File: config.mk
export PLATFORM = sky130hd
export DESIGN_NAME = mroe_front
export DESIGN_NICKNAME = d
export VERILOG_FILES = /design/src/design/mroe_pkg.sv /design/src/design/mroe_front.sv
export SDC_FILE = /design/constraint.sdc
export NUM_CORES = 1
export LEC_CHECK = 0
export BUFFER_PORTS_ARGS = -buffer_cell sky130_fd_sc_hd__buf_2
export CORE_MARGIN = 2
export CORE_UTILIZATION = 34
export CTS_CLUSTER_DIAMETER = 100
export DETAILED_ROUTE_END_ITERATION = 8
export SYNTH_ARGS = -nofsm -noshare
export SYNTH_HDL_FRONTEND = slang
export SYNTH_SLANG_ARGS = --single-unit
export TNS_END_PERCENT = 50
File: constraint.sdc
create_clock -name clk_i -period 3.39 [get_ports clk_i]
set_input_delay 0.678 -clock clk_i [delete_from_list [all_inputs] [get_ports clk_i]]
set_output_delay 0.678 -clock clk_i [all_outputs]
set_load 0.005 [all_outputs]
File: src/design/mroe_pkg.sv
`default_nettype none
package mroe_pkg;

  localparam int unsigned MaxRowsDefault = 16;
  localparam int unsigned MaxColsDefault = 16;
  localparam int unsigned RegIdxWidth    = 1;
  localparam int unsigned CfgDataWidth   = 5;
  localparam int unsigned QueueDepth     = 2;

  localparam logic [RegIdxWidth-1:0] RegRows = 1'b0;
  localparam logic [RegIdxWidth-1:0] RegCols = 1'b1;

  typedef enum logic [2:0] {
    FuncWrite  = 3'd0,
    FuncRead   = 3'd1,
    FuncSwap   = 3'd2,
    FuncScale  = 3'd3,
    FuncDivide = 3'd4,
    FuncAdd    = 3'd5,
    FuncAddMul = 3'd6,
    FuncAddDiv = 3'd7
  } func_e;

  typedef enum logic [1:0] {
    StatusOk       = 2'd0,
    StatusDivZero  = 2'd1,
    StatusOutRange = 2'd2
  } status_e;

  typedef struct packed {
    logic [2:0]  func;
    logic [3:0]  row_a;
    logic [3:0]  row_b;
    logic [3:0]  col;
    logic [31:0] value;
  } item_t;

  typedef struct packed {
    logic [31:0] read_value;
    logic [1:0]  status;
  } result_t;

  // Classified command handed from front to back.
  typedef struct packed {
    item_t       item;
    logic [1:0]  status;
    logic [8:0]  ncols;
  } cmd_t;

  // Saturates a 64-bit signed value to 32 bits.
  function automatic logic [31:0] sat32(input logic signed [63:0] v);
    logic [31:0] r;
    if (v > 64'sh7FFFFFFF) r = 32'h7FFFFFFF;
    else if (v < -64'sh80000000) r = 32'h80000000;
    else r = v[31:0];
    return r;
  endfunction

  // Applies a sign to a magnitude, clamping the magnitude at 2^32 first.
  function automatic logic [31:0] signed_result(input logic neg, input logic [63:0] m);
    logic [63:0] c;
    logic signed [63:0] s;
    c = (m > 64'h1_0000_0000) ? 64'h1_0000_0000 : m;
    s = neg ? -$signed(c) : $signed(c);
    return sat32(s);
  endfunction

endpackage
`default_nettype wire

File: src/design/mroe_front.sv
`default_nettype none
module mroe_front #(
  parameter int unsigned MaxRows = mroe_pkg::MaxRowsDefault,
  parameter int unsigned MaxCols = mroe_pkg::MaxColsDefault
) (
  input  wire logic            clk_i,
  input  wire logic            rst_ni,
  input  wire logic            in_valid_i,
  output logic                 in_ready_o,
  input  wire mroe_pkg::item_t in_item_i,
  input  wire logic            cfg_valid_i,
  input  wire logic            cfg_index_i,
  input  wire logic [31:0]     cfg_wdata_i,
  output logic                 q_valid_o,
  input  wire logic            q_ready_i,
  output mroe_pkg::cmd_t       q_cmd_o
);
  localparam int unsigned Ptr = $clog2(mroe_pkg::QueueDepth);

  logic [4:0] rows_q, cols_q;
  logic [8:0] nr, nc;
  mroe_pkg::cmd_t fifo_q [mroe_pkg::QueueDepth];
  logic [Ptr-1:0] wp_q, rp_q;
  logic [Ptr:0]   cnt_q;
  mroe_pkg::cmd_t cmd;
  logic uses_b, oor, push, pop;

  always_comb begin
    nr = (9'(rows_q) > 9'(MaxRows)) ? 9'(MaxRows) : 9'(rows_q);
    nc = (9'(cols_q) > 9'(MaxCols)) ? 9'(MaxCols) : 9'(cols_q);
    uses_b = (in_item_i.func == mroe_pkg::FuncSwap) || (in_item_i.func >= mroe_pkg::FuncAdd);
    oor = (9'(in_item_i.row_a) >= nr) || (uses_b && (9'(in_item_i.row_b) >= nr)) ||
          ((in_item_i.func <= mroe_pkg::FuncRead) && (9'(in_item_i.col) >= nc));
    cmd.item  = in_item_i;
    cmd.ncols = nc;
    if (oor) cmd.status = mroe_pkg::StatusOutRange;
    else if (((in_item_i.func == mroe_pkg::FuncDivide) ||
              (in_item_i.func == mroe_pkg::FuncAddDiv)) && (in_item_i.value == 32'd0))
      cmd.status = mroe_pkg::StatusDivZero;
    else cmd.status = mroe_pkg::StatusOk;
  end

  assign in_ready_o = (cnt_q != (Ptr+1)'(mroe_pkg::QueueDepth));
  assign push = in_valid_i && in_ready_o;
  assign q_valid_o = (cnt_q != '0);
  assign pop = q_valid_o && q_ready_i;
  assign q_cmd_o = fifo_q[rp_q];

  always_ff @(posedge clk_i or negedge rst_ni) begin
    if (!rst_ni) begin
      rows_q <= 5'd16;
      cols_q <= 5'd16;
      wp_q <= '0;
      rp_q <= '0;
      cnt_q <= '0;
    end else begin
      if (cfg_valid_i) begin
        if (cfg_index_i == mroe_pkg::RegRows) rows_q <= cfg_wdata_i[4:0];
        else cols_q <= cfg_wdata_i[4:0];
      end
      if (push) wp_q <= wp_q + 1'b1;
      if (pop) rp_q <= rp_q + 1'b1;
      cnt_q <= cnt_q + (Ptr+1)'(push) - (Ptr+1)'(pop);
    end
  end

  always_ff @(posedge clk_i) begin
    if (push) fifo_q[wp_q] <= cmd;
  end
endmodule
`default_nettype wire

Word level (Yosys, flattened, before mapping)
Memory sizes are Yosys's and may differ from the RTL's.
Cells that the tools add are included.
Word-level totals
  register bits: 14
  RAM bits: 108
  input bits: 85
  logic and storage cells: 41
  memories kept: 1
Cells by class
  add/subtract/negate cells: 4
  order comparisons: 7
  equal/unequal tests: 4
  mux-type cells: 6
  bitwise operators: 1
  reduce and logical (&&, ||, !) cells: 13
Memory list
  fifo_q: words 2, width 54, rd ports 1, clocked after memory_dff 0, write ports 1, RTL line mroe_front.sv:22  | mroe_pkg::cmd_t fifo_q [mroe_pkg::QueueDepth];
Operators by type and width (number)
  $logic_not A32 Y1: 1
  $ge A4 B5 Y1: 3
  $gt A5 B5 Y1 const B: 2
  $mux W5: 2
  $eq A3 B3 Y1 const B: 2
  $logic_and A1 B1 Y1: 5
  $logic_or A1 B1 Y1: 4
  $reduce_and A2 Y1: 2
  $eq A3 B2 Y1 const B: 1
  $ge A3 B3 Y1 const B: 1
  $le A3 B1 Y1 const B: 1
  $mux W1: 3
  $add A1 B1 Y1 const B: 2
  $add A2 B1 Y2: 1
  $mux W2: 1
  $ne A2 B2 Y1 const B: 1
  $reduce_bool A2 Y1: 1
  $sub A2 B1 Y2: 1
  $not A1 Y1: 1

Longest topological paths before layout
  depth after elaboration: 7
  depth in mapped cells: 8

Least setup slack after synthesis
OpenSTA, ideal clock, no wires.
  kind: input to register
  start: input in_valid_i
  end: memory fifo_q[0][0] in the netlist's numbering (enable)
  library setup time: 0.466 ns
  arrival: 3.036 ns
  slack: -0.111 ns
  stages: 2
  path buffers: 0
  cell sequence: nand2_1 > nor2_1
Between the ends
  word-level cells in the longest chain between the ends: 3
RTL lines
  start: declaration: RTL line mroe_front.sv:8  | input wire logic in_valid_i,
  $logic_and A1 B1 Y1: RTL line mroe_front.sv:44  | assign push = in_valid_i && in_ready_o;
  $mux W1: RTL line mroe_front.sv:68  | if (push) fifo_q[wp_q] <= cmd;
  $mux W1 (not written as such): RTL line mroe_front.sv:68
  end: declaration: RTL line mroe_front.sv:22
Every way passes these cells.

==> results.toml <==
[run_status]
status = "finished clean"

[timing]
finalSetupTns_ps = 0
setup_viol = 0
clock.fmax_mhz = 360
maxSlewViolCount = 0
skew_ps = 9.23
grt_setup_unrepaired = "false"
worstMarginPinSlew_ps = 811
hold_violations = 0
fin_crit_sh_pct = 82.0
fin_crit_ps = 2780
slew_headroom_pct = 45.9

[power]
switching_share_pct = 26.4
power_frac_clock_pct = 32.4
p_total_mw = 5.16
combPwrFrac_pct = 24.7
ir_worst_vdd_mv = 0.429
internal_power_mw = 3.79
leakage_nw = 2.45
switching_power_mw = 1.36
cellPowerDensity_mw_per_mm2 = 818
pwr-share-seq_pct = 42.9

[finish]
area_growth_pct = 27.9
num-nets-final = 499
antenna_cells = 0
drive_above_1_share_pct = 52.3
layout.cells.non_filler = 597

[min_path]
hp-class = "input pin to asynchronous set/reset pin"

[synthesis]
synth_top_area_cell = "edfxtp_1"
synth_compound_area_share_pct = 1.57
yosysTopAreaCellShare_pct = 65.8
syn-cell-area_mm2 = 0.00493
synth_top_family_by_area = "multiplexers"
synth_xor_xnor_area_share_pct = 0.888
synthMuxAreaShare_pct = 14.6
synth_area_per_cell_um2 = 18.0
synth.area.top_cells = "edfxtp_1 (66%), mux2_2 (14%), dfrtp_1 (6.1%)"
yosys.area_share.adder_pct = 3.55
yosys.area_share.simple_pct = 4.44
synth_cell_types = 34
synth-seq-area-share_pct = 72.9
synthCells = 274
synth_seq_cells = 122
yosysWarnings = 0

[cts]
clock_path_buffers = 2
clk_latency_ps = 410
cts_setup_buffers = 0
cts_tree = "yes"
clock_sinks = 122
clkTransAtPathRegs_ps = 60
cts_resized = 0
htreeDepth = 4
root_buffer = "clkbuf_16"
ctsHoldBuffers = 0
numCtsBuffers = 17

[route]
drt_iter0_drc = 120
ant_nets = 0
vias_per_cell = 4.62
wl_um = 9640
drt-pass1-iter-count = 4
wire_per_inst_um = 16.1
vias = 2759
drc_errors = 0

[floorplan]
die_y_um = 124
core_area_mm2 = 0.0144
ioPinCount = 145
rows = 44
start_util_pct = 34.3
die-area_mm2 = 0.0155
dieWidth_um = 124

[setup_path]
worstPathCellList = "buf_12 -> mux2_2 -> buf_2"
max_stage_delay_ps = 900
cp_max_fo = 31
cpMaxStageDelayCell = "dfrtp_2"
required_ps = 2710
endpoint_kind = "output port"
arrival_ps = 2100
critPathKind = "flip-flop to output port"
critPathBufInv = 2
start_kind = "flip-flop"
cp_top_family = "flip-flops"

[place]
post-dp-hpwl_um = 6640
dp.cells = 565
port_buffers = 113
gp_congestion = 0.739

[global_routing]
track_usage_pct = 12.9
grt-ovfl-total = 0
grt_pass1_vias = 2774
antenna_found_initial = 1
grt_pass1_wl_um = 14900
grt_max_degree = 38

[run]
maxCapViolCount = 0
final timing paths:
| kind | from | end | slack (ps) | cells after the start |
|---|---|---|---|---|
| setup / recovery | rp_q | q_cmd_o[30] | 610 | 3 |
| hold / removal | rst_ni | cols_q[1] | 150 | 1 |
| setup reg to reg | rows_q[4] | fifo_q[0][6] | 1190 | 8 |
| hold reg to reg | rows_q[0] | rows_q[0] | 500 | 1 |
| max in group asynchronous | rst_ni | rows_q[4] | 2950 | 1 |
| min in group clk_i | in_item_i[0] | fifo_q[0][7] | 470 | 1 |
power groups by stage:
stage / Sequential [mW] / Combinational, mW / Clock (mW)
after floorplan: 2.15 / 0.815 / 0
after global placement: 2.23 / 1.29 / 0
after detailed placement: 2.25 / 1.30 / 0
after CTS: 2.22 / 1.31 / 1.71
after global routing: 2.26 / 1.40 / 1.78
final: 2.21 / 1.27 / 1.67
area by class of cell:
class	instances	area [um^2]
Inverter	8	30.0
Sequential cell	122	3600
Timing Repair Buffer	116	626
Clock inverter	6	33.8
Clock buffer	26	532
Multi-Input combinational cell	135	1260
Tap cell	184	230
Fill cell	1283	8060
kinds of logic after synthesis:
| group | after synthesis |
|---|---|
| adders and majority gates | 14 |
| and+or+nand+nor | 37 |
| AOI/OAI and AO/OA | 11 |
| xor gates and xnor gates | 5 |
| muxes | 64 |
| other | 1 |
| buffers and inverters | 20 |
| DFF | 122 |
worst reg2reg max path, cell delays in order (launching register included):
cell,delay [ps]
dfstp_2,540
inv_1,90
nand2_1,120
ha_1,250
a21oi_1,120
o21ai_0,100
and3_1,180
a221o_1,330
o21bai_1,200
synthesized netlist by cell type (all sizes together):
cell type	count
xor2	2
mux2i	1
mux2	63
edfxtp	108
a21oi	1
and3	2
dfrtp	12
inv	8
clkbuf	2
nor4	7
and2	1
buf	10
a211oi	2
a21o	1
nor2b	4
xnor2	3
nand4	1
nor3	2
a221o	1
nor4b	1
or2	1
ha	14
o21ai	4
conb	1
o21bai	2
nand2	8
nor2	3
nand2b	6
dfstp	2
and4	1
layer usage:
| layer | part of all wire (%) | global-route usage [%] | wire (um) |
|---|---|---|---|
| met1 | 45 | 16.0 | 4310 |
| met2 | 48 | 19.9 | 4620 |
| met3 | 5.5 | 4.94 | 528 |
| met4 | 1.7 | 5.95 | 167 |
| met5 | 0.073 | 0 | 7 |
registers in the layout, indices dropped and copies added, names as in the netlist:
name    flops
cnt_q       2
rp_q        1
cols_q      5
fifo_q    108
wp_q        1
rows_q      5
through the flow:
stage / cell area (um^2) / hold WS [ps] / utilization [%] / worst slack (ps)
2_1_floorplan: 4950 / 382 / - / 788
3_3_place_gp: 5740 / 478 / 40.0 / 980
3_5_place_dp: 5740 / 494 / 40.0 / 970
4_1_cts: 6310 / 138 / 43.9 / 551
5_1_grt: 6310 / 157 / 43.9 / 476
6_report: 6310 / 154 / 43.9 / 610
layout by cell type (no fill, tap or decap), types with 2 or more instances in the layout:
| cell type | count |
|---|---|
| buf_12 | 3 |
| buf_2 | 113 |
| clkbuf_1 | 4 |
| clkbuf_16 | 19 |
| clkbuf_8 | 3 |
| clkinv_2 | 4 |
| conb_1 | 4 |
| dfrtp_1 | 11 |
| dfstp_2 | 2 |
| edfxtp_1 | 108 |
| ha_1 | 14 |
| inv_1 | 8 |
| mux2_2 | 63 |
| nand2_1 | 8 |
| nand2b_1 | 5 |
| nor2_1 | 2 |
| nor2b_1 | 4 |
| nor4_1 | 7 |
| o21ai_0 | 4 |
| o21bai_1 | 2 |
| xnor2_1 | 3 |
| xor2_1 | 2 |
Note: power is estimated with default switching activity, not from simulation.
